`config.mk`:
```
export PLATFORM = sky130hd
export DESIGN_NAME = millis_to_calendar_date
export DESIGN_NICKNAME = d
export VERILOG_FILES = /design/src/design/mtcd_pkg.sv /design/src/design/millis_to_calendar_date.sv /design/src/design/mtcd_tod.sv /design/src/design/mtcd_date.sv
export SDC_FILE = /design/constraint.sdc
export NUM_CORES = 2
export LEC_CHECK = 0
export ABC_CLOCK_PERIOD_IN_PS = 9000
export BUFFER_PORTS_ARGS = -buffer_cell sky130_fd_sc_hd__buf_2
export CAP_MARGIN = 10
export CORE_UTILIZATION = 33
export DETAILED_ROUTE_END_ITERATION = 6
export PLACE_DENSITY = 0.51
export SYNTH_ARGS = -nofsm -noshare
export SYNTH_HDL_FRONTEND = slang
export SYNTH_SLANG_ARGS = --single-unit
```
`constraint.sdc`:
```
create_clock -name clk -period 9 [get_ports clk]
set_input_delay 0 -clock clk [delete_from_list [all_inputs] [get_ports clk]]
set_output_delay 0 -clock clk [all_outputs]
set_load 0.05 [all_outputs]
```
`src/design/mtcd_pkg.sv`:
```
// ----------------------------------------------------------------------------
// Millisecond timestamp to calendar date: shared definitions
// Pipeline depth, stage enable type and the reciprocal constants that
// replace the constant divisions of the conversion.
// ----------------------------------------------------------------------------
package mtcd_pkg;

  localparam int unsigned NUM_STAGES = 10;

  typedef logic [NUM_STAGES-1:0] stage_en_t;

  // Latest representable instant, 9999-12-31 23:59:59.999.
  localparam logic [47:0] MAX_MILLIS = 48'd253402300799999;

  localparam logic [26:0] MS_PER_DAY = 27'd86400000;

  // Day estimate: floor(t[47:16] * DAY_RECIP / 2**32) is at most two below t / MS_PER_DAY.
  localparam logic [21:0] DAY_RECIP = 22'((64'd1 << 48) / 64'd86400000);

  // Exact reciprocals: floor(x * R / 2**S) equals x / D over the whole input range.
  localparam logic [27:0] SEC_RECIP  = 28'(((64'd1 << 37) + 64'd999) / 64'd1000);
  localparam logic [17:0] HOUR_RECIP = 18'(((64'd1 << 29) + 64'd3599) / 64'd3600);
  localparam logic [12:0] MIN_RECIP  = 13'(((64'd1 << 18) + 64'd59) / 64'd60);
  localparam logic [23:0] A_RECIP    = 24'(((64'd1 << 41) + 64'd146096) / 64'd146097);
  localparam logic [27:0] C_RECIP    = 28'(((64'd1 << 40) + 64'd7304) / 64'd7305);
  localparam logic [29:0] E_RECIP    =
    30'(64'd1000 * (((64'd1 << 34) + 64'd30600) / 64'd30601));
  localparam logic [22:0] WD_RECIP   = 23'(((64'd1 << 25) + 64'd6) / 64'd7);

endpackage

```
`src/design/millis_to_calendar_date.sv`:
```
// ----------------------------------------------------------------------------
// Millisecond timestamp to calendar date
// Converts milliseconds since 1970-01-01 UTC into Gregorian date, weekday
// and time of day.
// ----------------------------------------------------------------------------
// Usage:
// The input channel carries one timestamp per word; values past the end of
// year 9999 are clamped to 9999-12-31 23:59:59.999. The output channel returns
// one word per timestamp, in order, with year, month, day, weekday (Monday is
// one, Sunday is seven), hour, minute, second and millisecond.
// The block is a ten-stage pipeline that takes a word in every cycle while no
// stall has backed up to its input. The depth is set by the chain of reciprocal
// multiplications that split the day count and the time of day, each followed
// by a register. Every stage holds its own valid bit, so empty stages close up
// behind a stalled output word and the input keeps accepting until all ten
// stages are full. A stall never drops or repeats a word.
// Reset clears the valid bits only; the data registers are not reset.
// ----------------------------------------------------------------------------
module millis_to_calendar_date
  import mtcd_pkg::*;
(
  input  logic        clk,
  input  logic        rst_n,
  input  logic        in_tvalid,
  output logic        in_tready,
  input  logic [47:0] in_tdata,   // unix_millis[47:0]
  output logic        out_tvalid,
  input  logic        out_tready,
  // year[13:0], month[17:14], day_of_month[22:18], weekday[25:23], hour[30:26],
  // minute[36:31], second[42:37], millis[52:43], zero fill[55:53]
  output logic [55:0] out_tdata
);

  stage_en_t           en;
  logic [NUM_STAGES-1:0] vld_r;
  logic [NUM_STAGES-1:0] vld_src;

  logic [47:0] t1_nxt, t1_r;

  logic [53:0] day_prod;
  logic [21:0] qe2_r;
  logic [27:0] tlo2_r;

  logic [48:0] back_prod;
  logic [27:0] rem3_nxt, rem3_r;
  logic [21:0] qe3_r;

  logic [21:0] days4_nxt, days4_r;
  logic [26:0] msd4_nxt, msd4_r;

  logic [13:0] year;
  logic [3:0]  month;
  logic [4:0]  day_of_month;
  logic [2:0]  weekday;
  logic [4:0]  hour;
  logic [5:0]  minute;
  logic [5:0]  second;
  logic [9:0]  millis;

  always_comb begin
    en[NUM_STAGES-1] = !vld_r[NUM_STAGES-1] || out_tready;
    for (int i = NUM_STAGES - 2; i >= 0; i--) begin
      en[i] = !vld_r[i] || en[i+1];
    end
  end

  assign vld_src   = {vld_r[NUM_STAGES-2:0], in_tvalid};
  assign in_tready = en[0];

  always_ff @(posedge clk) begin
    if (!rst_n) begin
      vld_r <= '0;
    end else begin
      for (int i = 0; i < NUM_STAGES; i++) begin
        if (en[i]) begin
          vld_r[i] <= vld_src[i];
        end
      end
    end
  end

  always_comb begin
    t1_nxt    = (in_tdata > MAX_MILLIS) ? MAX_MILLIS : in_tdata;
    day_prod  = 54'(t1_r[47:16]) * 54'(DAY_RECIP);
    back_prod = 49'(qe2_r) * 49'(MS_PER_DAY);
    rem3_nxt  = tlo2_r - back_prod[27:0];
    // The day estimate is short by zero, one or two days.
    priority if (rem3_r >= 28'({MS_PER_DAY, 1'b0})) begin
      days4_nxt = qe3_r + 22'd2;
      msd4_nxt  = 27'(rem3_r - 28'({MS_PER_DAY, 1'b0}));
    end else if (rem3_r >= 28'(MS_PER_DAY)) begin
      days4_nxt = qe3_r + 22'd1;
      msd4_nxt  = 27'(rem3_r - 28'(MS_PER_DAY));
    end else begin
      days4_nxt = qe3_r;
      msd4_nxt  = rem3_r[26:0];
    end
  end

  always_ff @(posedge clk) begin
    if (en[0]) begin
      t1_r <= t1_nxt;
    end
    if (en[1]) begin
      qe2_r  <= day_prod[53:32];
      tlo2_r <= t1_r[27:0];
    end
    if (en[2]) begin
      rem3_r <= rem3_nxt;
      qe3_r  <= qe2_r;
    end
    if (en[3]) begin
      days4_r <= days4_nxt;
      msd4_r  <= msd4_nxt;
    end
  end

  mtcd_date u_date (
    .clk          (clk),
    .en           (en),
    .days         (days4_r),
    .year         (year),
    .month        (month),
    .day_of_month (day_of_month),
    .weekday      (weekday)
  );

  mtcd_tod u_tod (
    .clk       (clk),
    .en        (en),
    .ms_of_day (msd4_r),
    .hour      (hour),
    .minute    (minute),
    .second    (second),
    .millis    (millis)
  );

  assign out_tvalid = vld_r[NUM_STAGES-1];
  assign out_tdata  = {3'b000, millis, second, minute, hour, weekday, day_of_month,
                       month, year};

endmodule

```
`src/design/mtcd_tod.sv`:
```
// ----------------------------------------------------------------------------
// Time of day
// Splits the milliseconds of one day into hour, minute, second and
// millisecond over stages five to ten of the pipeline.
// ----------------------------------------------------------------------------
module mtcd_tod
  import mtcd_pkg::*;
(
  input  logic        clk,
  input  stage_en_t   en,
  input  logic [26:0] ms_of_day,
  output logic [4:0]  hour,
  output logic [5:0]  minute,
  output logic [5:0]  second,
  output logic [9:0]  millis
);

  logic [54:0] sec_prod;
  logic [16:0] secs5_nxt, secs5_r;
  logic [26:0] msd5_r;

  logic [34:0] hour_prod;
  logic [26:0] ms_diff;
  logic [16:0] secs6_r;
  logic [4:0]  hr6_nxt, hr6_r;
  logic [9:0]  ms6_nxt, ms6_r;

  logic [16:0] rs_diff;
  logic [11:0] rs7_nxt, rs7_r;
  logic [4:0]  hr7_r;
  logic [9:0]  ms7_r;

  logic [24:0] min_prod;
  logic [5:0]  mn8_nxt, mn8_r;
  logic [11:0] rs8_r;
  logic [4:0]  hr8_r;
  logic [9:0]  ms8_r;

  logic [11:0] sec_diff;
  logic [5:0]  sec9_nxt, sec9_r;
  logic [5:0]  mn9_r;
  logic [4:0]  hr9_r;
  logic [9:0]  ms9_r;

  logic [4:0]  hr10_r;
  logic [5:0]  mn10_r;
  logic [5:0]  sec10_r;
  logic [9:0]  ms10_r;

  always_comb begin
    sec_prod  = 55'(ms_of_day) * 55'(SEC_RECIP);
    secs5_nxt = sec_prod[53:37];

    ms_diff   = msd5_r - 27'(27'(secs5_r) * 27'd1000);
    ms6_nxt   = ms_diff[9:0];
    hour_prod = 35'(secs5_r) * 35'(HOUR_RECIP);
    hr6_nxt   = hour_prod[33:29];

    rs_diff   = secs6_r - 17'(17'(hr6_r) * 17'd3600);
    rs7_nxt   = rs_diff[11:0];

    min_prod  = 25'(rs7_r) * 25'(MIN_RECIP);
    mn8_nxt   = min_prod[23:18];

    sec_diff  = rs8_r - 12'(12'(mn8_r) * 12'd60);
    sec9_nxt  = sec_diff[5:0];
  end

  always_ff @(posedge clk) begin
    if (en[4]) begin
      secs5_r <= secs5_nxt;
      msd5_r  <= ms_of_day;
    end
    if (en[5]) begin
      secs6_r <= secs5_r;
      hr6_r   <= hr6_nxt;
      ms6_r   <= ms6_nxt;
    end
    if (en[6]) begin
      rs7_r <= rs7_nxt;
      hr7_r <= hr6_r;
      ms7_r <= ms6_r;
    end
    if (en[7]) begin
      mn8_r <= mn8_nxt;
      rs8_r <= rs7_r;
      hr8_r <= hr7_r;
      ms8_r <= ms7_r;
    end
    if (en[8]) begin
      sec9_r <= sec9_nxt;
      mn9_r  <= mn8_r;
      hr9_r  <= hr8_r;
      ms9_r  <= ms8_r;
    end
    if (en[9]) begin
      sec10_r <= sec9_r;
      mn10_r  <= mn9_r;
      hr10_r  <= hr9_r;
      ms10_r  <= ms9_r;
    end
  end

  assign hour   = hr10_r;
  assign minute = mn10_r;
  assign second = sec10_r;
  assign millis = ms10_r;

endmodule

```
`src/design/mtcd_date.sv`:
```
// ----------------------------------------------------------------------------
// Calendar date
// Turns a day count since the epoch into year, month, day of month and
// weekday by the Julian-day integer method, over stages five to ten.
// ----------------------------------------------------------------------------
module mtcd_date
  import mtcd_pkg::*;
(
  input  logic        clk,
  input  stage_en_t   en,
  input  logic [21:0] days,
  output logic [13:0] year,
  output logic [3:0]  month,
  output logic [4:0]  day_of_month,
  output logic [2:0]  weekday
);

  // Integer part of 601 * e / 1000 for the month index e.
  function automatic logic [3:0] month_frac(input logic [3:0] e);
    logic [3:0] v;
    unique case (e)
      4'd0, 4'd1:   v = 4'd0;
      4'd2, 4'd3:   v = 4'd1;
      4'd4:         v = 4'd2;
      4'd5, 4'd6:   v = 4'd3;
      4'd7, 4'd8:   v = 4'd4;
      4'd9:         v = 4'd5;
      4'd10, 4'd11: v = 4'd6;
      4'd12, 4'd13: v = 4'd7;
      4'd14:        v = 4'd8;
      default:      v = 4'd9;
    endcase
    return v;
  endfunction

  logic [23:0] a_num;
  logic [47:0] a_prod;
  logic [6:0]  a5_nxt, a5_r;
  logic [22:0] wd_num;
  logic [44:0] wd_prod;
  logic [2:0]  wq5_r;
  logic [2:0]  wn5_r;
  logic [21:0] days5_r;

  logic [22:0] b6_nxt, b6_r;
  logic [2:0]  wd6_nxt, wd6_r;

  logic [26:0] c_num;
  logic [54:0] c_prod;
  logic [13:0] c7_nxt, c7_r;
  logic [22:0] b7_r;
  logic [2:0]  wd7_r;

  logic [22:0] d_diff;
  logic [8:0]  d8_nxt, d8_r;
  logic [13:0] c8_r;
  logic [2:0]  wd8_r;

  logic [38:0] e_prod;
  logic [3:0]  e9_nxt, e9_r;
  logic [8:0]  d9_r;
  logic [13:0] c9_r;
  logic [2:0]  wd9_r;

  logic [8:0]  f_diff;
  logic [4:0]  dom10_nxt, dom10_r;
  logic [13:0] yr10_nxt, yr10_r;
  logic [3:0]  mon10_nxt, mon10_r;
  logic [2:0]  wd10_r;

  always_comb begin
    a_num   = {days, 2'b00} + 24'd102032;
    a_prod  = 48'(a_num) * 48'(A_RECIP);
    a5_nxt  = a_prod[47:41] + 7'd15;
    wd_num  = 23'(days) + 23'd3;
    wd_prod = 45'(wd_num) * 45'(WD_RECIP);

    b6_nxt  = 23'(days5_r) + 23'd2442113 + 23'(a5_r) - 23'(a5_r >> 2);
    // The remainder is below eight, so three bits of the difference suffice.
    wd6_nxt = 3'(wn5_r - 3'(wq5_r * 3'd7)) + 3'd1;

    c_num   = {b6_r, 4'b0000} + 27'({b6_r, 2'b00}) - 27'd2442;
    c_prod  = 55'(c_num) * 55'(C_RECIP);
    c7_nxt  = c_prod[53:40];

    d_diff  = b7_r - 23'(23'(c7_r) * 23'd365) - 23'(c7_r >> 2);
    d8_nxt  = d_diff[8:0];

    e_prod  = 39'(d8_r) * 39'(E_RECIP);
    e9_nxt  = e_prod[37:34];

    f_diff    = d9_r - 9'(9'(e9_r) * 9'd30) - 9'(month_frac(e9_r));
    dom10_nxt = f_diff[4:0];
    if (e9_r <= 4'd13) begin
      yr10_nxt  = c9_r - 14'd4716;
      mon10_nxt = e9_r - 4'd1;
    end else begin
      yr10_nxt  = c9_r - 14'd4715;
      mon10_nxt = e9_r - 4'd13;
    end
  end

  always_ff @(posedge clk) begin
    if (en[4]) begin
      a5_r    <= a5_nxt;
      wq5_r   <= wd_prod[27:25];
      wn5_r   <= wd_num[2:0];
      days5_r <= days;
    end
    if (en[5]) begin
      b6_r  <= b6_nxt;
      wd6_r <= wd6_nxt;
    end
    if (en[6]) begin
      c7_r  <= c7_nxt;
      b7_r  <= b6_r;
      wd7_r <= wd6_r;
    end
    if (en[7]) begin
      d8_r  <= d8_nxt;
      c8_r  <= c7_r;
      wd8_r <= wd7_r;
    end
    if (en[8]) begin
      e9_r  <= e9_nxt;
      d9_r  <= d8_r;
      c9_r  <= c8_r;
      wd9_r <= wd8_r;
    end
    if (en[9]) begin
      yr10_r  <= yr10_nxt;
      mon10_r <= mon10_nxt;
      dom10_r <= dom10_nxt;
      wd10_r  <= wd9_r;
    end
  end

  assign year         = yr10_r;
  assign month        = mon10_r;
  assign day_of_month = dom10_r;
  assign weekday      = wd10_r;

endmodule

```
==> results by group <==
Setup path
  • Cell repeated most along the worst path: sky130_fd_sc_hd__fa_1
  • Type of the setup path with the least slack: flip-flop to flip-flop
  • Element type at the critical path start: flip-flop
  • Worst-path maximum fanout: 5
  • Buffers plus inverters on the worst setup path: 5
  • Max stage delay on crit path: roughly 640 ps
  • Worst Path Arrival: 9140 ps
  • Worst path top cell family by delay: adder cells
  • Required arrival time at the worst endpoint: ~9400 ps
  • Crit path capture type: flip-flop
  • Master of the slowest instance on the critical path: sky130_fd_sc_hd__fa_2

Clock network
  • CTS tree: built
  • Root Buffer Master: sky130_fd_sc_hd__clkbuf_16
  • Number of CTS-inserted buffers: a little under 70
  • Clk Latency, worst-skew pair: around 670 ps
  • Sink Count: approximately 540
  • Number of buffers on the longest clock path: 3
  • Clock slew at reported path FFs: approximately 60 ps
  • Number of levels the H-tree was split into: 3

Route
  • Initial DRC Count: between 2000 and 2500
  • Total wirelength of the detailed-routed design: 198 mm
  • Total number of vias: roughly 50000
  • Drt wl/cell: about 18 um
  • Number of detailed-route iterations in the first pass: 5
  • Detailed-route vias per instance: roughly 4.5
  • Remaining routing DRC violations: 0
  • Antenna Violating Nets Remaining: 0

Synth
  • Area fraction of the dominant cell type after synthesis: a little under a third
  • Count of warnings emitted by yosys: 0
  • Seq/Total Area, Yosys: between 10% and 20%
  • Netlist area before placement: 82100 um^2
  • Synth top area cells: sky130_fd_sc_hd__fa_1 (30%), sky130_fd_sc_hd__ha_1 (26%), sky130_fd_sc_hd__edfxtp_1 (19%)
  • Async S/R FF share, synth: 0%
  • Post-synth cell types: 95
  • Flip-flop cell with the highest count after synthesis: sky130_fd_sc_hd__edfxtp_1
  • Synthesized netlist cell count: between 7000 and 8000
  • Synthesis-stage register bit count: ~540
  • Number of synthesized flops with an enable pin: ~520
  • Mean post-synth cell area: roughly 11 um^2
  • Library cell with the largest summed area after synthesis: sky130_fd_sc_hd__fa_1

Placed design
  • Number of port buffers: between 100 and 150
  • Sum of net half-perimeters after detailed placement: between 150 and 200 mm
  • Placer Congestion: slightly above 0.9
  • Pre-CTS worst setup slack: -111 ps

STA
  • Worst Clk Skew: approximately 20 ps
  • Ratio of final minimum period to clock period: a little over nine tenths
  • Pins over their slew limit: 0
  • Final Hold Vio Count: 0
  • Final min period: slightly below 9000 ps
  • Worst relative slew slack: 37.0%
  • Slew at the pin with the worst max-slew slack: around 950 ps
  • Final worst-path setup slack: approximately 260 ps
  • Total of endpoints with negative setup slack in the final report: 0
  • Maximum operating frequency: around 0.11 GHz

Die
  • Vertical extent of the die: 501 um
  • Number of top-level pins: 110
  • Area of the core: between 200000 and 250000 um^2
  • Effective utilization at floorplan: 33.3%
  • Die footprint: approximately 250000 um^2
  • Placement Rows: approximately 180
  • Die width: 501 um

Cells and area
  • Nets: around 11000
  • Area growth syn-to-layout: 11.3%
  • Antenna diodes: 0
  • Final cell utilization of the core: between 30% and 40%
  • Fraction of layout instances using a drive strength above 1: around 7.3%
  • Number of inserted filler cells in the final layout: 24415

Global route
  • Wire length of the first global-routing pass: 317 mm
  • Total global routing overflow: 0
  • Pin count of the biggest net entering global routing: 63
  • Initial antenna violation count: 8
  • Via count of the first global-routing pass: 56223
  • Overall routing resource usage: 16.3%

Outcome
  • Status: complete, no violations

Job
  • Max-cap check violation count: 0

Min path
  • Worst hold path type: primary input to flip-flop
[worst paths after layout]
kind | start | end | slack (ps) | cells after the start
min | in_tdata[47] | t1_r[47] | 70 | 2
max reg2reg | u_date.b6_r[5] | u_date.c7_r[13] | 260 | 34
max | u_date.b6_r[5] | u_date.c7_r[13] | 260 | 34
min reg2reg | u_tod.ms6_r[8] | u_tod.ms7_r[8] | 410 | 0
[logic make-up (layout without fill, tap and decap cells)]
group,count (synthesis),count (layout),share of synthesized area [%]
multiplexers,12,12,0.155
other,1,3,0.00457
XOR/XNOR,348,348,3.75
flip-flops,538,538,19.5
AND/OR/NAND/NOR,660,660,4.10
AO/OA/AOI/OAI,675,675,5.51
adder cells (fa/ha/maj),2929,2929,56.1
buffers and inverters,2384,2797,10.9
[synth_stat cells (all sizes together), types with 7 or more instances]
| cell type | instances |
|---|---|
| a21o | 109 |
| or3 | 13 |
| buf | 11 |
| and4 | 8 |
| fa | 1251 |
| o31ai | 10 |
| nand3 | 51 |
| nor3b | 7 |
| a21boi | 15 |
| a211o | 8 |
| a31oi | 28 |
| xnor2 | 232 |
| nand4 | 36 |
| a21oi | 205 |
| o211ai | 18 |
| nand2 | 133 |
| xor2 | 115 |
| nand2b | 32 |
| edfxtp | 524 |
| inv | 2344 |
| ha | 1678 |
| o21a | 33 |
| o21ai | 120 |
| nor2b | 44 |
| and3 | 35 |
| nor2 | 151 |
| nor4 | 13 |
| o41ai | 8 |
| nor3 | 50 |
| and2 | 19 |
| clkbuf | 28 |
| a211oi | 25 |
| o21bai | 23 |
| or2 | 47 |
| dfxtp | 14 |
| nand3b | 7 |
[through the flow]
step                cells  instance area, um^2  setup TNS [ps]  hold WS, ps
detailed placement  11082                87800            -287          189
finish              11274                91400               0         73.3
floorplan            7549                82200               0          139
global route        11274                91400            -446         48.6
global placement    11082                87800           -28.7          188
CTS                 11259                90700               0         6.24
[timing repair]
item	in CTS	in global routing
setup buffers	0	15
hold endpoints to repair	58	0
hold buffers	54	0
gates resized for setup	8	111
setup endpoints to repair	10	16
pin swaps	4	72
[routing by layer]
| layer | share of wire (%) | vias up | GRT usage, % |
|---|---|---|---|
| li1 | - | 24562 | - |
| met1 | 48 | 25280 | 22.6 |
| met2 | 47 | 714 | 27.4 |
| met3 | 3.5 | 184 | 2.08 |
| met4 | 1.9 | 2 | 3.09 |
| met5 | 0.0066 | - | 0 |
[sequential cells by signal, indices dropped and copies added, names as in the netlist, 17 cells and up, named ones only]
signal and cells:
t1_r 48, rem3_r 28, qe3_r 22, u_date.days5_r 22
u_date.b6_r 23, u_tod.secs5_r 17, days4_r 22, qe2_r 22
tlo2_r 28, msd4_r 27
[placed cells by master, fill, tap and decap left out, types with 11 or more instances in the layout]
cell type	netlist	routed
sky130_fd_sc_hd__ha_1	1678	1653
sky130_fd_sc_hd__o21ai_1	6	15
sky130_fd_sc_hd__nand4_1	36	36
sky130_fd_sc_hd__a21o_1	109	109
sky130_fd_sc_hd__a21oi_2	2	11
sky130_fd_sc_hd__edfxtp_1	524	524
sky130_fd_sc_hd__a31oi_1	26	25
sky130_fd_sc_hd__nand2_1	133	129
sky130_fd_sc_hd__nor2_1	151	150
sky130_fd_sc_hd__buf_4	3	166
sky130_fd_sc_hd__a21oi_1	203	194
sky130_fd_sc_hd__ha_4	0	22
sky130_fd_sc_hd__xor2_1	115	107
sky130_fd_sc_hd__or3_1	12	12
sky130_fd_sc_hd__o21a_1	33	33
sky130_fd_sc_hd__and3_1	34	32
sky130_fd_sc_hd__and2_1	17	17
sky130_fd_sc_hd__nand3_1	51	49
sky130_fd_sc_hd__inv_1	2344	2325
sky130_fd_sc_hd__dfxtp_1	14	14
sky130_fd_sc_hd__a21boi_0	14	14
sky130_fd_sc_hd__fa_1	1251	1239
sky130_fd_sc_hd__xnor2_2	2	12
sky130_fd_sc_hd__nor3_1	50	50
sky130_fd_sc_hd__nor4_1	13	12
sky130_fd_sc_hd__inv_2	0	20
sky130_fd_sc_hd__o211ai_1	16	16
sky130_fd_sc_hd__a211oi_1	21	20
sky130_fd_sc_hd__clkbuf_16	0	70
sky130_fd_sc_hd__buf_2	6	106
sky130_fd_sc_hd__nand2b_1	32	31
sky130_fd_sc_hd__xnor2_1	230	220
sky130_fd_sc_hd__nor2b_1	44	44
sky130_fd_sc_hd__fa_2	0	12
sky130_fd_sc_hd__dlygate4sd3_1	0	54
sky130_fd_sc_hd__o21ai_0	113	100
sky130_fd_sc_hd__o21bai_1	23	22
sky130_fd_sc_hd__or2_2	47	47
[area by class of cell]
class	instances	area (um^2)	area share, %
Clock buffer	85	1860	2.03
Clock inverter	38	445	0.487
Inverter	2345	8800	9.63
Multi-Input combinational cell	4627	57800	63.2
Sequential cell	538	16000	17.5
Tap cell	3312	4140	4.53
Timing Repair Buffer	329	2350	2.57
Power is left out: the tool's default activity adds up to more than one toggle a clock period on the data nets, which glitch-free logic cannot reach.
